--- src/rtl/ibpd_pkg.sv ---
`default_nettype none

package ibpd_pkg;

  // Depth of the burst as the decoder sees it: positions 0 to 32.
  localparam int unsigned StoreDepth = 33;
  // Default number of positions counted in one burst before bytes are dropped.
  localparam int unsigned BurstCapacityDefault = 64;

  // Acceleration packet occupies positions 0 to 10, angle packet 22 to 32.
  localparam int unsigned PacketLen  = 11;
  localparam int unsigned AccelFirst = 0;
  localparam int unsigned AngleFirst = 22;

  localparam logic [7:0] StartByte = 8'h55;
  localparam logic [7:0] AccelType = 8'h51;
  localparam logic [7:0] AngleType = 8'h53;

  typedef enum logic [0:0] {
    OP_BYTE = 1'b0,
    OP_IDLE = 1'b1
  } opcode_e;

  typedef struct packed {
    opcode_e    opcode;
    logic [7:0] rx_byte;
  } in_word_t;

  typedef struct packed {
    logic signed [15:0] accel_x;
    logic signed [15:0] accel_y;
    logic signed [15:0] accel_z;
    logic signed [15:0] roll_angle;
    logic signed [15:0] pitch_angle;
    logic        [15:0] yaw_angle;
    logic               accel_updated;
    logic               angle_updated;
  } out_word_t;

endpackage

`default_nettype wire

--- src/rtl/imu_burst_packet_decoder_core.sv ---
`default_nettype none

// Channel | Direction | Handshake                  | Word
// --------+-----------+----------------------------+-------------------------------
// in      | input     | in_valid_i / in_ready_o    | in_word_i  (opcode, rx_byte)
// out     | output    | out_valid_o / out_ready_i  | out_word_o (held values, flags)
//
// One word is accepted per cycle unless an idle event waits in the input register.
// There a received byte is written to the burst store and an idle event is decoded.
// The result of an idle event is then loaded into the output register, from
// which it is handed over; bytes give no result.
// An idle event waits in the input register only while an earlier result is still
// untaken at the output register; a received byte is held up only when it queues
// behind such a waiting idle event.
// Reset clears the burst store, the write position and the held values to zero.

module imu_burst_packet_decoder_core
  import ibpd_pkg::*;
#(
  parameter int unsigned BurstCapacity = BurstCapacityDefault
) (
  input  wire        clk_i,
  input  wire        rst_ni,
  input  wire        in_valid_i,
  output logic       in_ready_o,
  input  in_word_t   in_word_i,
  output logic       out_valid_o,
  input  wire        out_ready_i,
  output out_word_t  out_word_o
);

  // The position counts up to and saturates at the burst capacity.
  localparam int unsigned PosW = $clog2(BurstCapacity + 1);
  localparam int unsigned IdxW = $clog2(PacketLen);

  localparam logic [PosW-1:0] CapPos        = PosW'(BurstCapacity);
  localparam logic [PosW-1:0] AccelEndPos   = PosW'(AccelFirst + PacketLen);
  localparam logic [PosW-1:0] AngleStartPos = PosW'(AngleFirst);
  localparam logic [PosW-1:0] AngleEndPos   = PosW'(AngleFirst + PacketLen);

  // Input register stage.
  logic     in_valid_q;
  in_word_t in_word_q;

  // Only the two packet windows of the burst are ever inspected, so only they are kept.
  logic [7:0] accel_store_q [PacketLen];
  logic [7:0] angle_store_q [PacketLen];
  logic [PosW-1:0] pos_q;

  logic [15:0] held_accel_q [3];
  logic [15:0] held_angle_q [3];
  logic        accel_upd_q;
  logic        angle_upd_q;
  logic        out_valid_q;

  logic proc_go;
  logic is_byte;
  logic is_idle;

  logic [7:0] accel_sum;
  logic [7:0] angle_sum;
  logic [7:0] accel_pair [5];
  logic [7:0] angle_pair [5];
  logic       accel_ok;
  logic       angle_ok;

  logic [IdxW-1:0] accel_idx;
  logic [IdxW-1:0] angle_idx;

  assign is_byte = (in_word_q.opcode == OP_BYTE);
  assign is_idle = (in_word_q.opcode == OP_IDLE);

  // A byte always moves on; an idle event needs the output register to be free
  // or being emptied in this cycle.
  assign proc_go    = in_valid_q && (is_byte || !out_valid_q || out_ready_i);
  assign in_ready_o = !in_valid_q || proc_go;

  // Checksums over ten bytes: pairs first, then the five pair sums.
  always_comb begin
    for (int k = 0; k < 5; k++) begin
      accel_pair[k] = accel_store_q[2 * k] + accel_store_q[2 * k + 1];
      angle_pair[k] = angle_store_q[2 * k] + angle_store_q[2 * k + 1];
    end
    accel_sum = (accel_pair[0] + accel_pair[1]) + (accel_pair[2] + accel_pair[3])
                + accel_pair[4];
    angle_sum = (angle_pair[0] + angle_pair[1]) + (angle_pair[2] + angle_pair[3])
                + angle_pair[4];
  end

  // Neither packet counts unless the burst opens with the start byte.
  assign accel_ok = (accel_store_q[0] == StartByte) &&
                    (accel_sum == accel_store_q[PacketLen - 1]) &&
                    (accel_store_q[1] == AccelType);
  assign angle_ok = (accel_store_q[0] == StartByte) &&
                    (angle_sum == angle_store_q[PacketLen - 1]) &&
                    (angle_store_q[1] == AngleType);

  assign accel_idx = pos_q[IdxW-1:0];
  assign angle_idx = IdxW'(pos_q - AngleStartPos);

  always_ff @(posedge clk_i or negedge rst_ni) begin
    if (!rst_ni) begin
      in_valid_q  <= 1'b0;
      in_word_q   <= '0;
      pos_q       <= '0;
      out_valid_q <= 1'b0;
      accel_upd_q <= 1'b0;
      angle_upd_q <= 1'b0;
      for (int k = 0; k < PacketLen; k++) begin
        accel_store_q[k] <= '0;
        angle_store_q[k] <= '0;
      end
      for (int k = 0; k < 3; k++) begin
        held_accel_q[k] <= '0;
        held_angle_q[k] <= '0;
      end
    end else begin
      if (in_ready_o) begin
        in_valid_q <= in_valid_i;
        in_word_q  <= in_word_i;
      end

      if (out_valid_q && out_ready_i) begin
        out_valid_q <= 1'b0;
      end

      if (proc_go && is_byte) begin
        if (pos_q < CapPos) begin
          if (pos_q < AccelEndPos) begin
            accel_store_q[accel_idx] <= in_word_q.rx_byte;
          end
          if (pos_q >= AngleStartPos && pos_q < AngleEndPos) begin
            angle_store_q[angle_idx] <= in_word_q.rx_byte;
          end
          pos_q <= pos_q + 1'b1;
        end
      end

      if (proc_go && is_idle) begin
        pos_q       <= '0;
        out_valid_q <= 1'b1;
        accel_upd_q <= accel_ok;
        angle_upd_q <= angle_ok;
        if (accel_ok) begin
          for (int k = 0; k < 3; k++) begin
            held_accel_q[k] <= {accel_store_q[2 * k + 3], accel_store_q[2 * k + 2]};
          end
        end
        if (angle_ok) begin
          for (int k = 0; k < 3; k++) begin
            held_angle_q[k] <= {angle_store_q[2 * k + 3], angle_store_q[2 * k + 2]};
          end
        end
      end
    end
  end

  // The held values only change when a new result is loaded, which happens only
  // once the previous one has gone, so they serve directly as the output word.
  assign out_valid_o              = out_valid_q;
  assign out_word_o.accel_x       = held_accel_q[0];
  assign out_word_o.accel_y       = held_accel_q[1];
  assign out_word_o.accel_z       = held_accel_q[2];
  assign out_word_o.roll_angle    = held_angle_q[0];
  assign out_word_o.pitch_angle   = held_angle_q[1];
  // A negative yaw plus one full turn is the same word read as unsigned.
  assign out_word_o.yaw_angle     = held_angle_q[2];
  assign out_word_o.accel_updated = accel_upd_q;
  assign out_word_o.angle_updated = angle_upd_q;

endmodule

`default_nettype wire

--- config.mk ---
export PLATFORM = sky130hd
export DESIGN_NAME = imu_burst_packet_decoder_core
export DESIGN_NICKNAME = d
export VERILOG_FILES = /design/src/rtl/ibpd_pkg.sv /design/src/rtl/imu_burst_packet_decoder_core.sv
export SDC_FILE = /design/constraint.sdc
export NUM_CORES = 1
export LEC_CHECK = 0
export BUFFER_PORTS_ARGS = -buffer_cell sky130_fd_sc_hd__buf_2
export CORE_MARGIN = 4
export CORE_UTILIZATION = 61
export DETAILED_ROUTE_END_ITERATION = 8
export PLACE_DENSITY = 0.82
export SLEW_MARGIN = 20
export SYNTH_ARGS = -nofsm -noshare
export SYNTH_HDL_FRONTEND = slang
export SYNTH_SLANG_ARGS = --single-unit
--- constraint.sdc ---
create_clock -name clk_i -period 11.4 [get_ports clk_i]
set_input_delay 2.28 -clock clk_i [delete_from_list [all_inputs] [get_ports clk_i]]
set_output_delay 2.28 -clock clk_i [all_outputs]
set_load 0.005 [all_outputs]
---- Word level (Yosys, flattened, before mapping) ----
Cells that the tools add are included.
cells by class
  add/sub/neg operators ................... 20
  order comparisons ....................... 8
  equality and inequality tests ........... 5
  muxes and demuxes ....................... 11
  bitwise operators ....................... 3
  reduce and logical (&&, ||, !) cells .... 24
operators by type and width
  operator             number
  $bwmux 88            2
  $add 8x8->8          18
  $demux 8 s4          2
  $eq 8x7->1 const B   3
  $mux 7               3
  $eq 8x8->1           2
  $mux 8               2
  $logic_and 1x1->1    11
  $ge 5x5->1 const B   2
  $lt 5x1->1 const B   2
  $not 4->5            2
  $add 7x1->7 const B  1
  $ge 7x5->1 const B   1
  $lt 7x4->1 const B   1
  $lt 7x6->1 const B   1
  $lt 7x7->1 const B   1
  $reduce_and 2->1     3
  $reduce_and 3->1     2
  $reduce_bool 2->1    3
  $sub 4x3->4 const B  1
  $logic_or 1x1->1     3
  $logic_not 1->1      2
  $mux 1               2
  $not 1->1            1
word-level totals
  register bits after elaboration ......... 292
  input bits .............................. 13
  output and inout bits ................... 100
  logic and storage cells ................. 106

---- Longest topological paths before layout ----
  depth in word-level cells ............... 8
  depth in mapped cells ................... 21
  mapped depth without buffers ............ 19

---- Least setup slack after synthesis ----
No wires, ideal clock.
  path kind ............................... register to register
  from .................................... register accel_store_q[10] (netlist bit)
  to ...................................... register held_accel_q, in the netlist out_word_o[88]
  setup time .............................. 125 ps
  arrival time ............................ 5065 ps
  data required time ...................... 11275 ps
  setup slack ............................. 6211 ps
  cell stages (with the launch flop) ...... 18
  path buffers ............................ 2
  period minus slack after synthesis ...... 5189 ps
  path through ............................ dfrtp_1 fa_1 inv_1 fa_1 fa_1 fa_1 inv_1 fa_1 inv_1 fa_1 xor2_1 nand3_1 nor3_1 nand4_1 nor4_4 buf_6 buf_6 mux2_2
on the way
  word-level cells in the longest chain between the ends .. 6
RTL lines
  what                              line                                  source
  start: declaration                imu_burst_packet_decoder_core.sv:46   logic [7:0] accel_store_q [PacketLen];
  start signal: indexed assignment  imu_burst_packet_decoder_core.sv:130  accel_store_q[accel_idx] <= in_word_q.rx_byte;
  $add 8x8->8                       imu_burst_packet_decoder_core.sv:81   accel_pair[k] = accel_store_q[2 * k] + accel_store_q[2 * k + 1];
  $add 8x8->8                       imu_burst_packet_decoder_core.sv:85   + accel_pair[4];
  $eq 8x8->1                        imu_burst_packet_decoder_core.sv:92   (accel_sum == accel_store_q[PacketLen - 1]) &&
  $logic_and 1x1->1                 imu_burst_packet_decoder_core.sv:91   assign accel_ok = (accel_store_q[0] == StartByte) &&
  $logic_and 1x1->1                 imu_burst_packet_decoder_core.sv:92
  $reduce_and 2->1 (no line)        -
  end signal: indexed assignment    imu_burst_packet_decoder_core.sv:146  held_accel_q[k] <= {accel_store_q[2 * k + 3], accel_store_q[2 * k + 2]};
  end: declaration                  imu_burst_packet_decoder_core.sv:50   logic [15:0] held_accel_q [3];
Every way passes these cells.
A chain may end at the register's enable or synchronous reset.

---- Final worst setup path ----
  from .................................... register accel_store_q[10] (netlist bit)
  to ...................................... register held_accel_q, in the netlist out_word_o[61]
The elaborated chain is that of the path after synthesis.

==> results.md <==
* Post-CTS Hold Buffers at 0
* DP HPWL at 19.4 mm
* Die X at 163 um
* Clock transition at path regs at 0.06 ns
* # DRC at 0
* Outcome: complete, no violations
* Most frequent cells in the layout: dfrtp_1 (292), mux2_2 (278), buf_2 (111)
* Die ar. at 26400 um^2
* Minimum clock period at 6.33 ns
* Syn_nets at 1154
* Crit start category: flip-flop
* Final setup viols at 0
* Resize count post-CTS at 0
* CP top delay family: adder cells
* Yosys cell types at 37
* Total congestion overflow at 0
* Minimum hold slack at 0.479 ns
* Reg2Reg Setup Slack at 5.07 ns
* Post-Syn Area at 14600 um^2
* Final WL at 27.9 mm
* Yosys warns at 0
* Largest net degree at the start of global routing at 192
* Avg Inst Size Synth at 14.4 um^2
* Num ports at 113
* First-pass GRT wire length at 46.6 mm
* CP Capture Type: flip-flop
* Die height at 163 um
* FILL cells at 1612
* WL/cell at 19.1 um
* CP bufs+invs at 4
* Detail-routed via count per cell at 5.43
* Core Footprint at 23500 um^2
* Port Buffers at 112
* First-pass DRT Iterations at 4
* Worst Reg2Reg Path Length in Cells at 16
* TritonCTS Buffers at 30
* Slew HR at 0.263
* Proportion of layout cells with a drive suffix above 1 at 0.390
* Worst-margin pin slew at 1.11 ns
* Area delta synth->final at 12.7%
* Initial antenna violation count at 0
* Worst setup path endpoint: out_word_o[61]
* Initial drt markers at 295
* Worst Setup SP: accel_store_q[10]
* Largest cells by area after synthesis: dfrtp_1 (50%), mux2_2 (21%), fa_1 (14%)
* Crit path kind: flip-flop to flip-flop
* Slew Limit Fails at 0
* Most common cell after layout, fill and taps aside: dfrtp_1
* CTS tree: done
* TNS Setup at 0 ns
* Fin. Hold Viols at 0
* WP data required at 11.83 ns
* Worst path most repeated cell: fa_1
* Critical path peak fanout at 36
* Clk_skew at 0.0156 ns
* Standard-cell rows at 56
* Skew-Pair Late Insertion Delay at 0.55 ns
* Vias in the first global route at 8807
* Period utilisation layout at 0.555
* Post-route antenna net violation count at 0
* Initial Util at 0.621
* Final #Nets at 1267
* Max-cap viol count at 0
* Clock sinks at 292
* Vias at 7962
* RSZ-0062 raised after global routing: false
* Cells after synthesis at 1011
* Fmax at 0.158 GHz
* Postcts setup bufs at 0
* CTS H-tree lvls at 1
* Max Buffers Root-to-Sink at 3
* RR Startpoint: accel_store_q[10]
* Total track usage at 0.220
* Synth area leader: dfrtp_1
* R2r endpoint: out_word_o[61]
* Slowest CP cell: nor4_4
* Critical path, cell by cell: fa_1, inv_1, fa_1, fa_1, fa_1, inv_1, fa_1, inv_1, fa_1, xor2_1, nand3_1, nor3_1, nand4_1, nor4_4, buf_4, mux2_2
* Seq/Total Area, Yosys at 0.502
* Hold Path Class: flip-flop to flip-flop
* Clk root buf: clkbuf_16
* Arr. time, crit path at 6.75 ns
* Critical path depth in cells at 16
* Gp weighted congestion at 0.827
* Top cell type's share of synthesized area at 0.502
* Antenna Diode Count at 0
* Max stage delay on crit path at 0.76 ns
* Yosys reg bits at 292
[layer usage]
metal / routed length [um] / GRT usage / vias to the layer above
met2: 14100 / 0.375 / 147
met1: 12300 / 0.311 / 4204
li1: - / - / 3582
met5: 0 / 0 / -
met3: 1150 / 0.0337 / 29
met4: 355 / 0.0408 / 0
[kinds of logic after synthesis]
kind of cell / count (synthesis) / share of synthesized area
AOI/OAI and AO/OA: 21 / 0.00919
xor gates and xnor gates: 63 / 0.0398
adders and majority gates: 130 / 0.163
buffers and inverters: 142 / 0.0399
DFF: 292 / 0.502
muxes: 280 / 0.216
and+or+nand+nor: 83 / 0.0298
[state kept, by name (all words and copies together) (netlist names)]
name	cells
in_valid_q	1
angle_upd_q	1
pos_q	7
is_idle	1
out_valid_o	1
accel_upd_q	1
angle_store_q	88
in_word_q	8
accel_store_q	88
out_word_o	96
[cell type report]
type,instances,area (um^2),share of cell area
clock buffer,37,818,0.0498
clock inverter,18,199,0.0121
inverter,107,402,0.0245
multi-input combinational,577,6680,0.407
sequential,292,7310,0.445
tap,319,399,0.0243
timing repair buffer,116,613,0.0373
[stage by stage]
step	instances	area (um^2)	setup WS, ns	utilization
final	1466	16400	5.07	0.699
after global routing	1466	16400	4.70	0.699
after CTS	1466	16400	4.98	0.699
after detailed placement	1411	15400	5.08	0.656
after global placement	1411	15400	5.18	0.656
after floorplan	1011	14600	6.21	-
[Yosys cell counts]
cell type  count
a211oi_1       2
a21boi_0       1
a21o_1         6
a21oi_1        8
a31oi_1        1
and2_1         1
and3_1         1
and4_1         1
buf_2          3
buf_4          6
buf_6          3
clkbuf_1      23
dfrtp_1      292
fa_1         100
ha_1          30
inv_1        107
mux2_1         2
mux2_2       278
nand2_1       30
nand2b_1       4
nand3_1        5
nand3b_1       3
nand4_1        6
nand4b_1       2
nor2_1        19
nor2b_1        2
nor3_1         3
nor4_1         1
nor4_4         2
nor4b_1        2
o211ai_1       1
o21ai_0        1
o31ai_1        1
or4_1          1
xnor2_1       49
xnor3_1        2
xor2_1        12
[worst min-delay path by stage]
| stage | depth (start not counted) | slack [ns] | from | endpoint |
|---|---|---|---|---|
| 6_report | 1 | 0.48 | accel_upd_q | accel_upd_q |
| 5_1_grt | 1 | 0.51 | accel_upd_q | accel_upd_q |
| 4_1_cts | 1 | 0.49 | accel_upd_q | accel_upd_q |
| 3_5_place_dp | 1 | 0.47 | angle_upd_q | angle_upd_q |
| 3_3_place_gp | 1 | 0.46 | accel_upd_q | accel_upd_q |
| 2_1_floorplan | 1 | 0.45 | accel_upd_q | accel_upd_q |
Power is left out: the tool's default activity adds up to more than one toggle a clock period on the data nets, which glitch-free logic cannot reach.
